--- config.mk ---
export PLATFORM = sky130hd
export DESIGN_NAME = pc_relative_instruction_decoder_core
export DESIGN_NICKNAME = d
export VERILOG_FILES = /design/src/sv/prd_pkg.sv /design/src/sv/prd_decode.sv /design/src/sv/prd_add.sv /design/src/sv/pc_relative_instruction_decoder_core.sv
export SDC_FILE = /design/constraint.sdc
export NUM_CORES = 1
export LEC_CHECK = 0
export ABC_AREA = 0
export BUFFER_PORTS_ARGS = -buffer_cell sky130_fd_sc_hd__clkbuf_2
export CAP_MARGIN = 20
export CORE_MARGIN = 5
export CORE_UTILIZATION = 28
export CTS_CLUSTER_DIAMETER = 150
export DETAILED_ROUTE_END_ITERATION = 16
export PLACE_DENSITY_LB_ADDON = 0.12
export SETUP_SLACK_MARGIN = 0.1
export SLEW_MARGIN = 20
export SYNTH_ARGS = -nofsm -noshare
export SYNTH_HDL_FRONTEND = slang
export SYNTH_SLANG_ARGS = --single-unit
--- constraint.sdc ---
create_clock -name clock -period 4.8 [get_ports clock]
set_clock_uncertainty 0.1 [all_clocks]
set_input_delay 0.72 -clock clock [delete_from_list [all_inputs] [get_ports clock]]
set_output_delay 0.72 -clock clock [all_outputs]
set_load 0.01 [all_outputs]
--- src/sv/prd_pkg.sv ---
// ----------------------------------------------------------------------------
// prd_pkg
// Types and encoding constants shared by the PC-relative decoder pipeline.
// ----------------------------------------------------------------------------
package prd_pkg;

   // Instruction class reported on the result channel
   typedef enum logic [3:0] {
      KIND_NONE   = 4'd0,
      KIND_B      = 4'd1,
      KIND_BL     = 4'd2,
      KIND_BCOND  = 4'd3,
      KIND_BCCOND = 4'd4,
      KIND_ADR    = 4'd5,
      KIND_ADRP   = 4'd6,
      KIND_LDRLIT = 4'd7,
      KIND_CBZ    = 4'd8,
      KIND_CBNZ   = 4'd9,
      KIND_TBZ    = 4'd10,
      KIND_TBNZ   = 4'd11
   } kind_type;

   // Opcode masks and match values
   localparam logic [31:0] MASK_BRANCH   = 32'hfc00_0000;
   localparam logic [31:0] MATCH_B       = 32'h1400_0000;
   localparam logic [31:0] MATCH_BL      = 32'h9400_0000;
   localparam logic [31:0] MASK_BCOND    = 32'hff00_0000;
   localparam logic [31:0] MATCH_BCOND   = 32'h5400_0000;
   localparam logic [31:0] MASK_ADR      = 32'h9f00_0000;
   localparam logic [31:0] MATCH_ADRP    = 32'h9000_0000;
   localparam logic [31:0] MATCH_ADR     = 32'h1000_0000;
   localparam logic [31:0] MASK_LDRLIT   = 32'hbf00_0000;
   localparam logic [31:0] MATCH_LDRLIT  = 32'h1800_0000;
   localparam logic [31:0] MASK_CMPTEST  = 32'h7e00_0000;
   localparam logic [31:0] MATCH_CBZ     = 32'h3400_0000;
   localparam logic [31:0] MATCH_TBZ     = 32'h3600_0000;

   // Side fields that travel with an item down the pipeline
   typedef struct packed {
      kind_type    kind;
      logic [4:0]  reg_number;
      logic        reg_is_64;
      logic [3:0]  cond_code;
      logic [5:0]  test_bit;
   } info_type;

endpackage

--- src/sv/prd_decode.sv ---
// ----------------------------------------------------------------------------
// prd_decode
// Classifies one instruction word and forms the add operands and side fields.
// ----------------------------------------------------------------------------
module prd_decode
   import prd_pkg::*;
(
   input  logic [31:0] instr_word,
   input  logic [63:0] pc,
   output info_type    info,
   output logic [63:0] base,
   output logic [63:0] offset
);

   logic [20:0] adr_imm;

   assign adr_imm = {instr_word[23:5], instr_word[30:29]};

   // Decode by priority, matching the class order of the encoding table
   always_comb begin
      info   = '{kind: KIND_NONE, reg_number: 5'd0, reg_is_64: 1'b0,
                 cond_code: 4'd0, test_bit: 6'd0};
      base   = 64'd0;
      offset = 64'd0;
      if (((instr_word & MASK_BRANCH) == MATCH_B) ||
          ((instr_word & MASK_BRANCH) == MATCH_BL)) begin
         info.kind = instr_word[31] ? KIND_BL : KIND_B;
         base      = pc;
         offset    = {{36{instr_word[25]}}, instr_word[25:0], 2'b00};
      end else if ((instr_word & MASK_BCOND) == MATCH_BCOND) begin
         info.kind      = instr_word[4] ? KIND_BCCOND : KIND_BCOND;
         info.cond_code = instr_word[3:0];
         base           = pc;
         offset         = {{43{instr_word[23]}}, instr_word[23:5], 2'b00};
      end else if (((instr_word & MASK_ADR) == MATCH_ADRP) ||
                   ((instr_word & MASK_ADR) == MATCH_ADR)) begin
         info.reg_number = instr_word[4:0];
         info.reg_is_64  = 1'b1;
         if (instr_word[31]) begin
            // Page-aligned origin, immediate counts 4 KiB pages
            info.kind = KIND_ADRP;
            base      = {pc[63:12], 12'd0};
            offset    = {{31{adr_imm[20]}}, adr_imm, 12'd0};
         end else begin
            info.kind = KIND_ADR;
            base      = pc;
            offset    = {{43{adr_imm[20]}}, adr_imm};
         end
      end else if ((instr_word & MASK_LDRLIT) == MATCH_LDRLIT) begin
         info.kind       = KIND_LDRLIT;
         info.reg_number = instr_word[4:0];
         info.reg_is_64  = instr_word[30];
         base            = pc;
         offset          = {{43{instr_word[23]}}, instr_word[23:5], 2'b00};
      end else if ((instr_word & MASK_CMPTEST) == MATCH_CBZ) begin
         info.kind       = instr_word[24] ? KIND_CBNZ : KIND_CBZ;
         info.reg_number = instr_word[4:0];
         info.reg_is_64  = instr_word[31];
         base            = pc;
         offset          = {{43{instr_word[23]}}, instr_word[23:5], 2'b00};
      end else if ((instr_word & MASK_CMPTEST) == MATCH_TBZ) begin
         info.kind       = instr_word[24] ? KIND_TBNZ : KIND_TBZ;
         info.reg_number = instr_word[4:0];
         info.reg_is_64  = instr_word[31];
         info.test_bit   = {instr_word[31], instr_word[23:19]};
         base            = pc;
         offset          = {{48{instr_word[18]}}, instr_word[18:5], 2'b00};
      end
   end

endmodule

--- src/sv/prd_add.sv ---
// ----------------------------------------------------------------------------
// prd_add
// Two-stage 64-bit target adder: low half with carry, then high half.
// ----------------------------------------------------------------------------
module prd_add
   import prd_pkg::*;
(
   input  logic        clock,
   input  logic        load_lo,
   input  logic        load_hi,
   input  logic [63:0] base,
   input  logic [63:0] offset,
   input  info_type    info_in,
   output logic [63:0] target,
   output info_type    info_out
);

   logic [32:0] lo_sum_ff, lo_sum_in;
   logic [31:0] hi_base_ff;
   logic [31:0] hi_off_ff;
   info_type    info_lo_ff;
   logic [63:0] sum_ff, sum_in;
   info_type    info_hi_ff;

   // Add low halves, keep carry
   assign lo_sum_in = {1'b0, base[31:0]} + {1'b0, offset[31:0]};

   always_ff @(posedge clock) begin
      if (load_lo) begin
         lo_sum_ff  <= lo_sum_in;
         hi_base_ff <= base[63:32];
         hi_off_ff  <= offset[63:32];
         info_lo_ff <= info_in;
      end
   end

   // Add high halves with the carry, wrapping modulo 2^64
   assign sum_in = {hi_base_ff + hi_off_ff + {31'd0, lo_sum_ff[32]}, lo_sum_ff[31:0]};

   always_ff @(posedge clock) begin
      if (load_hi) begin
         sum_ff     <= sum_in;
         info_hi_ff <= info_lo_ff;
      end
   end

   assign target   = sum_ff;
   assign info_out = info_hi_ff;

endmodule

--- src/sv/pc_relative_instruction_decoder_core.sv ---
// ----------------------------------------------------------------------------
// pc_relative_instruction_decoder_core
// Decodes AArch64 PC-relative instructions and computes their targets.
// ----------------------------------------------------------------------------
// Usage:
//   Request channel (req_*): one instruction word and its 64-bit address per
//   transfer. Response channel (rsp_*): class, target address, register
//   number and width, condition code and tested bit number of that word.
//   A transfer happens on a rising edge with valid high and stall low.
// Pipeline:
//   Three register stages (decode, low-half add, high-half add); the request
//   is registered in the decode stage, then in the low-half and high-half add
//   stages, and rsp_valid rises once it is in the high-half add stage. One
//   item is accepted every cycle while the response side does not stall.
// Reset:
//   Synchronous, active high; clears all stage valid bits. The pipeline is
//   empty after reset and accepts an item on the next cycle.
// Stall:
//   A stalled response holds in the output stage. Earlier stages keep
//   filling into empty slots; req_stall rises only when all stages are full
//   and the receiver stalls.
// ----------------------------------------------------------------------------
module pc_relative_instruction_decoder_core
   import prd_pkg::*;
(
   input  logic        clock,
   input  logic        reset,
   input  logic        req_valid,
   output logic        req_stall,
   input  logic [31:0] req_instr_word,
   input  logic [63:0] req_pc,
   output logic        rsp_valid,
   input  logic        rsp_stall,
   output logic [3:0]  rsp_instr_kind,
   output logic [63:0] rsp_target_address,
   output logic [4:0]  rsp_reg_number,
   output logic        rsp_reg_is_64,
   output logic [3:0]  rsp_cond_code,
   output logic [5:0]  rsp_test_bit
);

   logic        v1_ff, v2_ff, v3_ff;
   logic        v1_in, v2_in, v3_in;
   logic        en1, en2, en3;
   info_type    dec_info;
   logic [63:0] dec_base, dec_offset;
   info_type    s1_info_ff;
   logic [63:0] s1_base_ff, s1_offset_ff;
   info_type    out_info;
   logic [63:0] out_target;

   // Stage enables: a stage loads when empty or when its content moves on
   assign en3 = !v3_ff || !rsp_stall;
   assign en2 = !v2_ff || en3;
   assign en1 = !v1_ff || en2;

   assign req_stall = !en1;

   // Advance valid bits with the data
   always_comb begin
      v1_in = en1 ? req_valid : v1_ff;
      v2_in = en2 ? v1_ff     : v2_ff;
      v3_in = en3 ? v2_ff     : v3_ff;
   end

   always_ff @(posedge clock) begin
      if (reset) begin
         v1_ff <= 1'b0;
         v2_ff <= 1'b0;
         v3_ff <= 1'b0;
      end else begin
         v1_ff <= v1_in;
         v2_ff <= v2_in;
         v3_ff <= v3_in;
      end
   end

   // Stage 1: decode
   prd_decode u_decode (
      .instr_word (req_instr_word),
      .pc         (req_pc),
      .info       (dec_info),
      .base       (dec_base),
      .offset     (dec_offset)
   );

   always_ff @(posedge clock) begin
      if (en1) begin
         s1_info_ff   <= dec_info;
         s1_base_ff   <= dec_base;
         s1_offset_ff <= dec_offset;
      end
   end

   // Stages 2 and 3: split target add
   prd_add u_add (
      .clock    (clock),
      .load_lo  (en2),
      .load_hi  (en3),
      .base     (s1_base_ff),
      .offset   (s1_offset_ff),
      .info_in  (s1_info_ff),
      .target   (out_target),
      .info_out (out_info)
   );

   // Drive the response
   assign rsp_valid          = v3_ff;
   assign rsp_instr_kind     = out_info.kind;
   assign rsp_target_address = out_target;
   assign rsp_reg_number     = out_info.reg_number;
   assign rsp_reg_is_64      = out_info.reg_is_64;
   assign rsp_cond_code      = out_info.cond_code;
   assign rsp_test_bit       = out_info.test_bit;

`ifndef SYNTH
   // Back-pressure only when every stage is full and the output is stalled
   assert property (@(posedge clock) disable iff (reset)
      req_stall |-> (v1_ff && v2_ff && v3_ff && rsp_stall))
      else $error("request stalled with room in the pipeline");

   // Unrecognized words carry all-zero results
   assert property (@(posedge clock) disable iff (reset)
      (rsp_valid && out_info.kind == KIND_NONE) |->
         (rsp_target_address == 64'd0 && rsp_reg_number == 5'd0 &&
          !rsp_reg_is_64 && rsp_cond_code == 4'd0 && rsp_test_bit == 6'd0))
      else $error("unrecognized word with nonzero result fields");

   // Test bit only for TBZ/TBNZ
   assert property (@(posedge clock) disable iff (reset)
      (rsp_valid && out_info.kind != KIND_TBZ && out_info.kind != KIND_TBNZ) |->
         (rsp_test_bit == 6'd0))
      else $error("test bit set for a non-test branch");

   // Condition code only for conditional branches
   assert property (@(posedge clock) disable iff (reset)
      (rsp_valid && out_info.kind != KIND_BCOND && out_info.kind != KIND_BCCOND) |->
         (rsp_cond_code == 4'd0))
      else $error("condition code set for a non-conditional kind");

   // A stalled result stays in the output stage
   assert property (@(posedge clock) disable iff (reset)
      (v3_ff && rsp_stall) |=> (v3_ff && $stable(out_target)))
      else $error("stalled result lost or changed");
`endif

endmodule
# Word-level counts from Yosys, hierarchy flattened
# Cells that the tools add are included.
[word_totals]
output_inout_bits = 86
register_bits = 352
inputBits = 100
[op_classes]
n_reduce_logical = 13
n_addsub = 3
bitwise = 2
muxes = 25
n_eq_ne = 8
[ops]
columns = ["op", "count"]
rows = [
  ["$mux 64", 12],
  ["$mux 10", 4],
  ["$add 32x32->33", 1],
  ["$add 32x1->32", 1],
  ["$add 32x32->32", 1],
  ["$mux 32", 1],
  ["$eq 6x5->1 const B", 3],
  ["$eq 6x6->1 const B", 2],
  ["$mux 12", 1],
  ["$eq 8x7->1 const B", 1],
  ["$mux 4", 2],
  ["$eq 7x5->1 const B", 1],
  ["$eq 6x3->1 const B", 1],
  ["$reduce_or 6->1", 1],
  ["$logic_not 1->1", 5],
  ["$logic_or 1x1->1", 5],
  ["$mux 2", 2],
  ["$reduce_or 2->1", 2],
  ["$mux 3", 1],
  ["$mux 1", 2],
  ["$not 1->1", 2],
]

# Longest topological paths before layout
[logic_depth]
depth_word = 7
ltp_mapped = 10
depth_no_buf = 10

# Cells and area by module
# A second synthesis with hierarchy kept.
[hier_totals]
cells_unflattened = 1038
area_unflattened_um2 = 15491.1
[by_module_without_submodules]
columns = ["mod", "instances", "cells_each", "area_each_um2", "seq_area_each_um2"]
rows = [
  ["prd_add", 1, 635, 9227.6, 6035.8],
  ["pc_relative_instruction_decoder_core", 1, 161, 4559.4, 4504.3],
  ["prd_decode", 1, 242, 1704.1, 0.0],
]

# Worst setup path after synthesis
# OpenSTA, ideal clock, no wires.
[synth_path]
kind = "input port to output port"
start = "input rsp_stall"
end = "output req_stall"
cell_stages = 3
path_buffers = 0
t_arrival_ns = 3.793
slack_ns = 0.187
required_ns = 3.980
path_cell_list = "and3_1 > nand2_1 > inv_1"
[synth_between]
elab_chain_cells = 5
[synth_lines]
columns = ["item", "line", "text"]
rows = [
  ["start, declared", "pc_relative_instruction_decoder_core.sv:33", "input logic rsp_stall,"],
  ["$logic_not 1->1", "pc_relative_instruction_decoder_core.sv:53", "assign en3 = !v3_ff || !rsp_stall;"],
  ["$logic_or 1x1->1", "pc_relative_instruction_decoder_core.sv:53", ""],
  ["$logic_or 1x1->1", "pc_relative_instruction_decoder_core.sv:54", "assign en2 = !v2_ff || en3;"],
  ["$logic_or 1x1->1", "pc_relative_instruction_decoder_core.sv:55", "assign en1 = !v1_ff || en2;"],
  ["$logic_not 1->1", "pc_relative_instruction_decoder_core.sv:57", "assign req_stall = !en1;"],
  ["end, declared", "pc_relative_instruction_decoder_core.sv:29", "output logic req_stall,"],
]
# Every way passes these cells.

# Worst setup path in the final report
[layout_path]
start = "register u_add.lo_sum_ff[32]"
end = "register u_add.sum_ff[56], in the netlist u_add.target[56] (data pin)"
[layout_between]
elab_chain_cells = 1
[layout_lines]
columns = ["item", "line", "text"]
rows = [
  ["start, declared", "prd_add.sv:18", "logic [32:0] lo_sum_ff, lo_sum_in;"],
  ["start signal, assigned", "prd_add.sv:30", "lo_sum_ff <= lo_sum_in;"],
  ["$add 32x1->32", "prd_add.sv:38", "assign sum_in = {hi_base_ff + hi_off_ff + {31'd0, lo_sum_ff[32]}, lo_sum_ff[31:0]};"],
  ["named net u_add.sum_in[56]", "prd_add.sv:22", "logic [63:0] sum_ff, sum_in;"],
  ["end signal, assigned", "prd_add.sv:42", "sum_ff <= sum_in;"],
  ["end, declared", "prd_add.sv:22", ""],
]
# The timed path passes the listed nets, and every way through them passes these cells.
# A chain may end at the register's enable or synchronous reset.

==> results_dict.tcl <==
set metrics [dict create \
    end_kind "register" \
    critPathMaxStageDelay_ns 0.50 \
    htree_levels 2 \
    tns_ns 0 \
    hold_viol 0 \
    numPortBuffers 185 \
    n_antenna_cell 0 \
    path_max_fanout 3 \
    gr-total-overflow 0 \
    fillers 4587 \
    grt_max_degree 60 \
    remaining_drc_errors 0 \
    combPwrFrac_pct 6.3 \
    cellPowerDensity_mw_per_mm2 366 \
    antenna_found_initial 4 \
    clock.fmax_ghz 0.278 \
    ys.flop_type "edfxtp_1" \
    synth.top_cell.area_share_pct 66.1 \
    start_kind "register" \
    worst_pin_slew_ns 0.877 \
    slew_headroom_pct 41.6 \
    critPathRequiredTime_ns 4.96 \
    critPathSlowestCell "fa_1" \
    critPathArrivalTime_ns 3.76 \
    drt-pass1-iter-count 5 \
    min_period_ns 3.60 \
    leakagePower_nw 7.17 \
    synthMostInstantiatedCell "edfxtp_1" \
    ys_top_cells_by_count "edfxtp_1, and2_1, ha_1" \
    worst_hold_slack_ns 0.275 \
    r2r-end "u_add.target[56]" \
    synth_area_per_cell_sq_um 14.1 \
    gp_congestion 0.778 \
    wl_microns 32700 \
    numCtsBuffers 37 \
    seqPwrFrac_pct 50.9 \
    synth_edf_count 287 \
    clk_latency_ns 0.53 \
    synthArstFlopShare_pct 0 \
    vias_per_cell 4.60 \
    detail-route-antenna-nets 0 \
    timing.critical_path.to "u_add.target[56]" \
    seq_area_frac_synth_pct 66.6 \
    preCtsSetupSlack_ns 1.16 \
    cap_violations 0 \
    crit_start "u_add.lo_sum_ff[32]" \
    timing.rr.start "u_add.lo_sum_ff[32]" \
    cpMostUsedCell "fa_1" \
    drive_above_1_share_pct 22.3 \
    p_int_mw 4.50 \
    hold_buffers 0 \
    dieWidth_microns 226 \
    dp_hpwl_microns 23300 \
    finalWorstSetupSlack_ns 1.20 \
    finalPower_mw 5.79 \
    p_switching_mw 1.29 \
    cts_tree "built" \
    cts_resized 0 \
    clock_power_share_pct 42.9 \
    synth-seq-cells 290 \
    synth_area_leaders "edfxtp_1, ha_1, and2_1, a21oi_1, xnor2_1" \
    setup_violations 0 \
    grt_setup_unrepaired "no" \
    r2r_slack_ns 1.20 \
    finalCritPeriodShare_pct 75.0 \
    post-cts-setup-buffers 0 \
    cp_cell_sequence "fa_1 -> fa_1 -> a211o_1 -> a2111o_1 -> nand4_2 -> o211ai_4 -> a2111oi_0 -> o21ai_1 -> xor2_1" \
    detail_route.wl_per_cell_microns 18.5 \
    dieArea_sq_mm 0.0510 \
    core-area_sq_mm 0.0463 \
    grt_pass1_wl_microns 49900 \
    reg2reg_depth 9 \
    synth_cell_types 67 \
    status "complete, no violations" \
    cts_sinks 290 \
    nets 1298 \
    syn_area_sq_mm 0.0130 \
    synth_fp_nets 1088 \
    drt_iter0_drc 711 \
    area_growth_pct 21.2 \
    synth_largest_area_cell "edfxtp_1" \
    path_class "reg2reg" \
    irDropWorstVdd_mv 0.224 \
    cts_root_buf "clkbuf_16" \
    num_vias 8122 \
    switching_share_pct 22.3 \
    hp-class "in2reg" \
    rows 79 \
    grt_pass1_vias 8394 \
    grt_util_all_layers_pct 12.7 \
    dieHeight_microns 226 \
    cts.clk_slew.worst_paths_ns 0.06 \
    slew_viol_final 0 \
    cts_max_path_buffers 3 \
    start_util_pct 28.2 \
    synth_cells 923 \
    synth_warnings 0 \
    pin_count 186 \
]
layer usage:
layer	GRT usage (%)	up-vias	wire (microns)
li1	-	3971	-
met1	16.2	3901	14100
met2	21.0	198	15500
met3	4.06	46	2440
met4	3.40	6	564
met5	0	-	46
worst min path at each step:
stage | startpoint | to | slack (ns) | cells after the start
after floorplan | s1_base_ff[32] | u_add.hi_base_ff[0] | 0.30 | 0
after global placement | s1_base_ff[48] | u_add.hi_base_ff[16] | 0.30 | 0
after detailed placement | s1_base_ff[43] | u_add.hi_base_ff[11] | 0.30 | 0
after CTS | reset | rsp_valid | 0.23 | 2
after global routing | reset | rsp_valid | 0.26 | 2
final | reset | rsp_valid | 0.28 | 2
kinds of logic (layout without fill, tap and decap cells):
| logic type | count (synthesis) | after routing | share of synthesized area, % |
|---|---|---|---|
| buf+inv | 43 | 279 | 1.28 |
| mux | 2 | 2 | 0.163 |
| flops | 290 | 290 | 66.6 |
| fa+ha+maj | 65 | 65 | 6.41 |
| compound gates | 222 | 222 | 11.8 |
| xor+xnor | 56 | 56 | 3.76 |
| simple gates | 245 | 245 | 10.0 |
layout make-up:
type / instances / area (sq um) / area share (%)
tap: 607 / 759 / 4.80
multi-input combinational: 590 / 4220 / 26.7
clock buffer: 49 / 992 / 6.28
clock inverter: 16 / 80.1 / 0.507
inverter: 18 / 68.8 / 0.435
sequential: 290 / 8680 / 54.9
timing repair buffer: 196 / 1010 / 6.38
through the flow:
stage / std cells / utilization (%) / cell area (sq um)
2_1_floorplan: 923 / - / 13000
3_3_place_gp: 1701 / 31.8 / 14700
3_5_place_dp: 1701 / 31.8 / 14700
4_1_cts: 1766 / 34.2 / 15800
5_1_grt: 1766 / 34.2 / 15800
6_report: 1766 / 34.2 / 15800
state kept, by name, summed over array words and instances, names as in the netlist:
name	count
s1_base_ff	64
u_add.target	64
s1_offset_ff	33
u_add.lo_sum_ff	33
u_add.hi_base_ff	32
s1_info_ff	20
u_add.info_lo_ff	20
u_add.info_out	20
rsp_valid	1
u_add.hi_off_ff	1
v1_ff	1
v2_ff	1
worst max-delay path, delay by kind of cell, from the launching register on:
kind	cells	cell delay (ns)
compound gates	5	1.49
fa+ha+maj	2	0.98
flops	1	0.49
xor+xnor	1	0.15
simple gates	1	0.13
cells in the final DEF (no fill, tap or decap), types with 4 or more instances in the layout:
cell type  netlist  routed
clkinv_2         0       4
ha_1            62      62
nor2_1          40      40
nand3_1         10      10
and3_1           9       9
xor2_1          24      24
inv_1           17      16
a21oi_1         61      61
edfxtp_1       287     287
clkinv_1         0      11
xnor2_1         32      32
o211ai_1         4       4
o21ai_0         14      14
clkbuf_1        19      11
nor2b_1         12      12
a22o_1          11      11
o22ai_1          4       4
buf_4            0      11
nand4_1          5       5
a21o_1          29      29
a31oi_1         11      11
o21a_1           5       5
o21bai_1         9       9
nor4_1           5       5
clkbuf_2         0     185
a221o_1          8       8
nor3_1          12      11
clkbuf_16        0      38
o21ai_1         23      23
nand2_1         54      51
and2_1          81      81
a221oi_1         5       5
power groups by stage:
stage	clock network [mW]	logic (mW)	registers (mW)
after CTS	2.62	0.371	2.95
after detailed placement	0	0.369	3.00
after global placement	0	0.370	3.00
after floorplan	0	0.153	3.02
after global routing	2.71	0.404	2.96
final	2.48	0.363	2.95
Power figures use the tool's default switching activity.
